==> config.mk <==
export PLATFORM = sky130hd
export DESIGN_NAME = aez_isqrt
export DESIGN_NICKNAME = d
export VERILOG_FILES = /design/src/aez_pkg.sv /design/src/aez_isqrt.sv
export SDC_FILE = /design/constraint.sdc
export NUM_CORES = 2
export LEC_CHECK = 0
export BUFFER_PORTS_ARGS = -buffer_cell sky130_fd_sc_hd__buf_2
export CAP_MARGIN = 20
export CORE_MARGIN = 3
export CORE_UTILIZATION = 64
export DETAILED_ROUTE_END_ITERATION = 6
export GPL_TIMING_DRIVEN = 0
export PLACE_DENSITY = 0.85
export SYNTH_ARGS = -nofsm -noshare
export SYNTH_HDL_FRONTEND = slang
export SYNTH_MEMORY_MAX_BITS = 65536
export SYNTH_SLANG_ARGS = --single-unit
==> constraint.sdc <==
create_clock -name i_clk -period 5.48 [get_ports i_clk]
set_input_delay 0.548 -clock i_clk [delete_from_list [all_inputs] [get_ports i_clk]]
set_output_delay 0.548 -clock i_clk [all_outputs]
set_load 0.005 [all_outputs]
==> src/aez_pkg.sv <==
// Shared constants, arctangent table and types for the az/el to X/Y mount converter.
// No dependencies; used by every module of the block.
`default_nettype none
package aez_pkg;
    localparam int ANGLE_FRAC_BITS_DEF = 10;
    localparam int QDEG                = 22;
    localparam int CORDIC_STEPS        = 26;
    localparam int SQRT_STEPS          = 32;
    localparam int ANG_W               = 34;
    localparam int PROD_W              = 64;
    localparam int AZ_W                = 19;
    localparam int EL_W                = 17;
    localparam int AXIS_W              = 18;
    localparam int MARGIN_W            = 11;
    localparam int IN_TDATA_W          = 40;
    localparam int OUT_TDATA_W         = 40;
    localparam int PADDR_W             = 3;
    localparam int PDATA_W             = 32;
    localparam logic [MARGIN_W-1:0] MARGIN_RESET = 11'd10;
    localparam logic [0:0] REG_MARGIN = 1'b0;

    localparam logic signed [ANG_W-1:0] CORDIC_GAIN_Q30 = 34'sd652032874;
    localparam logic signed [ANG_W-1:0] DEG90_Q  = 34'sd377487360;
    localparam logic signed [ANG_W-1:0] DEG180_Q = 34'sd754974720;
    localparam logic signed [ANG_W-1:0] DEG360_Q = 34'sd1509949440;
    localparam logic signed [ANG_W-1:0] ONE_Q30  = 34'sd1073741824;

    typedef logic signed [ANG_W-1:0] t_ang;

    typedef struct packed {
        logic force_90;
        logic force_0;
    } t_xclamp;

    function automatic t_ang atan_q(input int idx);
        t_ang v;
        case (idx)
            0:  v = 34'sd188743680;
            1:  v = 34'sd111421900;
            2:  v = 34'sd58872272;
            3:  v = 34'sd29884485;
            4:  v = 34'sd15000234;
            5:  v = 34'sd7507429;
            6:  v = 34'sd3754631;
            7:  v = 34'sd1877430;
            8:  v = 34'sd938729;
            9:  v = 34'sd469366;
            10: v = 34'sd234683;
            11: v = 34'sd117342;
            12: v = 34'sd58671;
            13: v = 34'sd29335;
            14: v = 34'sd14668;
            15: v = 34'sd7334;
            16: v = 34'sd3667;
            17: v = 34'sd1833;
            18: v = 34'sd917;
            19: v = 34'sd458;
            20: v = 34'sd229;
            21: v = 34'sd115;
            22: v = 34'sd57;
            23: v = 34'sd29;
            24: v = 34'sd14;
            25: v = 34'sd7;
            default: v = '0;
        endcase
        return v;
    endfunction
endpackage
`default_nettype wire

==> src/aez_isqrt.sv <==
// Pipelined integer square root, one result bit per stage, with a sideband carried alongside.
// Depends on aez_pkg.
`default_nettype none
module aez_isqrt #(
    parameter int SIDE_W = 1
) (
    input  wire                      i_clk,
    input  wire                      i_rst_n,
    input  wire                      i_en,
    input  wire                      i_valid,
    input  wire  [63:0]              i_n,
    input  wire  [SIDE_W-1:0]        i_side,
    output logic                     o_valid,
    output logic [31:0]              o_root,
    output logic [SIDE_W-1:0]        o_side
);
    localparam int N = aez_pkg::SQRT_STEPS;

    logic [63:0]       r_n [N];
    logic [63:0]       r_res [N];
    logic [SIDE_W-1:0] r_side [N];
    logic              r_vld [N];

    for (genvar k = 0; k < N; k++) begin : g_stage
        localparam logic [63:0] BIT = 64'(1) << (62 - 2 * k);
        logic [63:0]       pn, pres, trial;
        logic [SIDE_W-1:0] ps;
        logic              pv;
        if (k == 0) begin : g_first
            assign pn   = i_n;
            assign pres = '0;
            assign ps   = i_side;
            assign pv   = i_valid;
        end else begin : g_next
            assign pn   = r_n[k-1];
            assign pres = r_res[k-1];
            assign ps   = r_side[k-1];
            assign pv   = r_vld[k-1];
        end
        assign trial = pres + BIT;

        always_ff @(posedge i_clk) begin
            if (!i_rst_n) begin
                r_vld[k] <= 1'b0;
            end else if (i_en) begin
                r_vld[k] <= pv;
            end
        end

        always_ff @(posedge i_clk) begin
            if (i_en) begin
                if (pn >= trial) begin
                    r_n[k]   <= pn - trial;
                    r_res[k] <= (pres >> 1) + BIT;
                end else begin
                    r_n[k]   <= pn;
                    r_res[k] <= pres >> 1;
                end
                r_side[k] <= ps;
            end
        end
    end

    assign o_valid = r_vld[N-1];
    assign o_root  = r_res[N-1][31:0];
    assign o_side  = r_side[N-1];
endmodule
`default_nettype wire

* Word-level counts from Yosys, hierarchy flattened *
Memories as Yosys holds them, arrays and structs flattened.
Cells that the tools add are included.

storage, ports and cells
  register bits = 0
  latch bits = 0
  memory bits (writable) = 4160
  bits in read-only memories = 0
  input bits = 69
  output and inout bits = 34
  word-level logic and storage cells = 519
  memories kept = 4

cells by class
  $add $sub $neg = 94
  $mul = 0
  divide/modulo/power cells = 0
  $lt $le $gt $ge = 32
  eq/ne operators = 0
  shift operators = 0
  muxes and demuxes = 293
  bitwise logic cells = 96
  reduce and logical (&&, ||, !) cells = 0

memories
  name    words  width  rd ports  clocked after Yosys merged registers in  wr ports  line             source
  r_n     32     64     31        0                                        32        aez_isqrt.sv:19  logic [63:0] r_n [N];
  r_res   32     64     32        0                                        32        aez_isqrt.sv:20  logic [63:0] r_res [N];
  r_side  32     1      32        0                                        32        aez_isqrt.sv:21  logic [SIDE_W-1:0] r_side [N];
  r_vld   32     1      32        0                                        32        aez_isqrt.sv:22  logic r_vld [N];

operators by type and width
  operator                  count
  $mux W64                  64
  $ge A64 B64 Y1            31
  $sub A64 B64 Y64          31
  $mux W1                   229
  $or A1 B1 Y1              96
  $add A63 B1 Y64 const B   1
  $add A63 B11 Y64 const B  1
  $add A63 B13 Y64 const B  1
  $add A63 B15 Y64 const B  1
  $add A63 B17 Y64 const B  1
  $add A63 B19 Y64 const B  1
  $add A63 B21 Y64 const B  1
  $add A63 B23 Y64 const B  1
  $add A63 B25 Y64 const B  1
  $add A63 B27 Y64 const B  1
  $add A63 B29 Y64 const B  1
  $add A63 B3 Y64 const B   1
  $add A63 B31 Y64 const B  1
  $add A63 B33 Y64 const B  1
  $add A63 B35 Y64 const B  1
  $add A63 B37 Y64 const B  1
  $add A63 B39 Y64 const B  1
  $add A63 B41 Y64 const B  1
  $add A63 B43 Y64 const B  1
  45 further kinds          45

* Logic depth before layout (Yosys ltp) *
An unclocked memory read counts as a cell.

  depth in word-level cells = 7
  depth in mapped cells = 15

* Worst setup path after synthesis *
Ideal clock, no wire load.

  kind = input to register
  start = input port i_en
  end = memory r_n[23][0] (netlist: r_n[1][448]), enable pin
  arrival time = 3.757 ns
  data required time = 5.002 ns
  path slack = 1.245 ns
  stages = 4
  buffers on the path = 4
  path through = clkbuf_1 clkbuf_1 clkbuf_1 clkbuf_1

RTL lines
  what             line             source
  start, declared  aez_isqrt.sv:9   input wire i_en,
  end, declared    aez_isqrt.sv:19

==> results.json <==
{
  "dr.pass1.iters": 7,
  "finalClockSkew_ns": 0.0850,
  "hold_slack_ns": 0.135,
  "synth_cell_types": 90,
  "max-cap-violations": 0,
  "antenna_found_initial": 19,
  "fin_setup_tns_ns": 0,
  "yosysTopAreaCellShare": 0.626,
  "clk_path_buf_depth": 4,
  "cp-endpoint": "r_n[1][601]$_DFFE_PP_",
  "synth_area_um2": 124000,
  "hpwl_mm": 241,
  "drt.antenna.violating_nets": 0,
  "period_share": 0.979,
  "hold_viol_final": 0,
  "yosysWarnings": 0,
  "clk_pin_slew_ns": 0.06,
  "start_kind": "flop",
  "fp.dieH_um": 445,
  "cp-end-kind": "flop",
  "clock-sinks": 2576,
  "io_pins": 103,
  "grt_start_max_net_pins": 82,
  "seq_area_frac_synth": 0.626,
  "r2r_end": "r_n[1][601]$_DFFE_PP_",
  "cts_tree": "built",
  "status": "complete, no violations",
  "crit_path_max_fanout": 10,
  "rows": 160,
  "place.gp.congestion": 1.03,
  "port_buffers": 102,
  "worstSetupPathType": "reg2reg",
  "synth_ff_type": "edfxtp_1",
  "powerDensity_nw_per_um2": 423,
  "cp.arrival_ns": 5.96,
  "layout-drive-gt1-share": 0.0697,
  "timing_worst_slew_pin_value_ns": 1.14,
  "die_area_um2": 198000,
  "grt_remaining_overflow": 0,
  "post-route-min-period_ns": 5.36,
  "postRouteWirelength_mm": 337,
  "hp-class": "in2reg",
  "cts_setup_buffers": 0,
  "initial_core_util": 0.647,
  "setup_viol": 0,
  "grt_util_all_layers": 0.336,
  "regToRegStartpoint": "r_res[1][548]$_DFFE_PP_",
  "fmax_mhz": 186,
  "synth_edf_count": 2575,
  "cts_root_buf": "clkbuf_16",
  "timing.reg2reg.worst_path_depth": 12,
  "netlist.top_cell.by_area": "edfxtp_1",
  "vias": 85500,
  "core_um2": 191000,
  "placed_area_um2": 128000,
  "rsz0062_at_grt": "no",
  "synth_nets": 10500,
  "vdd_drop_max_mv": 0.345,
  "critPathLaunch": "r_res[1][548]$_DFFE_PP_",
  "async_flop_share": 0,
  "syn_avg_cell_area_um2": 12.5,
  "drc": 0,
  "maxSlewHeadroom": 0.232,
  "clk-insertion-delay-late_ns": 0.97,
  "syn2layout_area_growth_pct": 11.3,
  "h-tree-depth": 5,
  "r2r_slack_ns": 0.12,
  "die_w_um": 445,
  "grt_pass1_wl_mm": 503,
  "syn_inst": 9915,
  "cts_buffers": 281,
  "ys_top_cells_by_area": "edfxtp_1, ha_1, xnor2_1",
  "ys_ff_latch": 2576,
  "viasPerCell": 6.52,
  "slew_viol_final": 0,
  "drt_iter0_drc": 11200,
  "final_area_um2": 137000,
  "cellLeakagePower_nw": 51.5,
  "grt_pass1_vias": 81900,
  "wire_per_inst_um": 25.7,
  "layout.nets": 11000,
  "required_ns": 6.07
}
## worst max-delay path, stage by stage, from the launching register on
cell and delay [ns]:
edfxtp_1 0.40, inv_1 0.06, ha_1 0.27, clkbuf_1 0.31
nand4b_1 0.17, nor2_1 0.58, nand4_1 0.17, nor4_1 0.80
a211o_1 0.18, clkbuf_1 0.61, buf_1 0.69, buf_1 0.61
a21oi_1 0.17
## flip-flops by register name, summed over array words and instances (netlist names)
register,flops
r_n,1984
r_res,528
r_side,32
r_vld,32
## final cells by class
class	count	area [µm²]
inverters	692	2600
flip-flops and latches	2576	77300
clock inverters	142	1350
plain buffers	236	1040
clock buffers	335	7410
repair buffers	201	1860
well taps	2511	3140
fillers	12200	53500
multi-input cells	6411	42700
diodes	14	35.0
## per-layer routing
metal,vias up,track usage,part of all wire
met4,2,0.193,0.065
met3,1134,0.0692,0.10
met1,41100,0.445,0.38
met5,-,0,0.000039
met2,5166,0.522,0.46
li1,38100,-,-
## through the flow
step | std cells | worst slack [ns] | power [mW] | util
floorplan | 9915 | 1.25 | 35.3 | -
global placement | 12500 | -3.85 | 39.0 | 0.666
detailed placement | 12600 | -0.688 | 39.3 | 0.670
CTS | 13100 | 0.287 | 57.7 | 0.719
global route | 13100 | 0.0150 | 60.4 | 0.720
finish | 13100 | 0.117 | 58.1 | 0.720
## worst min-delay path by stage
stage / start / to / slack, ns / cells past startpoint
finish: i_n[63] / r_n[0][63]$_DFFE_PP_ / 0.13 / 3
global route: i_n[63] / r_n[0][63]$_DFFE_PP_ / 0.09 / 3
CTS: i_n[63] / r_n[0][63]$_DFFE_PP_ / 0.02 / 3
detailed placement: r_side[1][4]$_DFFE_PP_ / r_side[1][5]$_DFFE_PP_ / 0.41 / 0
global placement: r_side[1][14]$_DFFE_PP_ / r_side[1][15]$_DFFE_PP_ / 0.40 / 0
floorplan: r_side[0][9]$_DFFE_PP_ / r_side[0][10]$_DFFE_PP_ / 0.40 / 0
## Yosys cell counts (all sizes together), types with 207 or more instances
| library cell | instances |
|---|---|
| a21o | 207 |
| a21oi | 567 |
| clkbuf | 211 |
| edfxtp | 2575 |
| ha | 558 |
| inv | 691 |
| nand2 | 742 |
| nor2 | 602 |
| nor3 | 263 |
| nor4 | 389 |
| o21ai | 510 |
| xnor2 | 458 |
| xor2 | 441 |
## where the power goes
group,internal [mW],switching [mW],leakage (nW)
registers,24.9,2.16,24.8
logic,4.78,7.78,22.4
clock network,10.7,7.74,4.29
## layout by cell type, fill, tap and decap left out, drive strengths merged, types with 182 or more instances in the layout
cell,netlist,routed
nor4,389,389
edfxtp,2575,2575
nor3,263,263
inv,691,702
nor2,602,602
xor2,441,441
nand2,742,742
a21o,207,207
clkbuf,211,546
o21ai,510,510
nand3,182,182
xnor2,458,458
ha,558,558
a21oi,567,567
## cells by family after synthesis
group	after synthesis	synth area share
fa+ha+maj	558	0.0565
buf+inv	928	0.0284
mux	81	0.00730
flops	2576	0.626
xor+xnor	899	0.0637
compound gates	1839	0.0918
simple gates	3034	0.126
## what timing repair did
action                     4_1_cts  5_1_grt
hold buffers                    66        0
gates resized for setup          0        5
hold endpoints to repair        67        0
setup endpoints to repair        0       11
(Power assumes the default switching activity.)
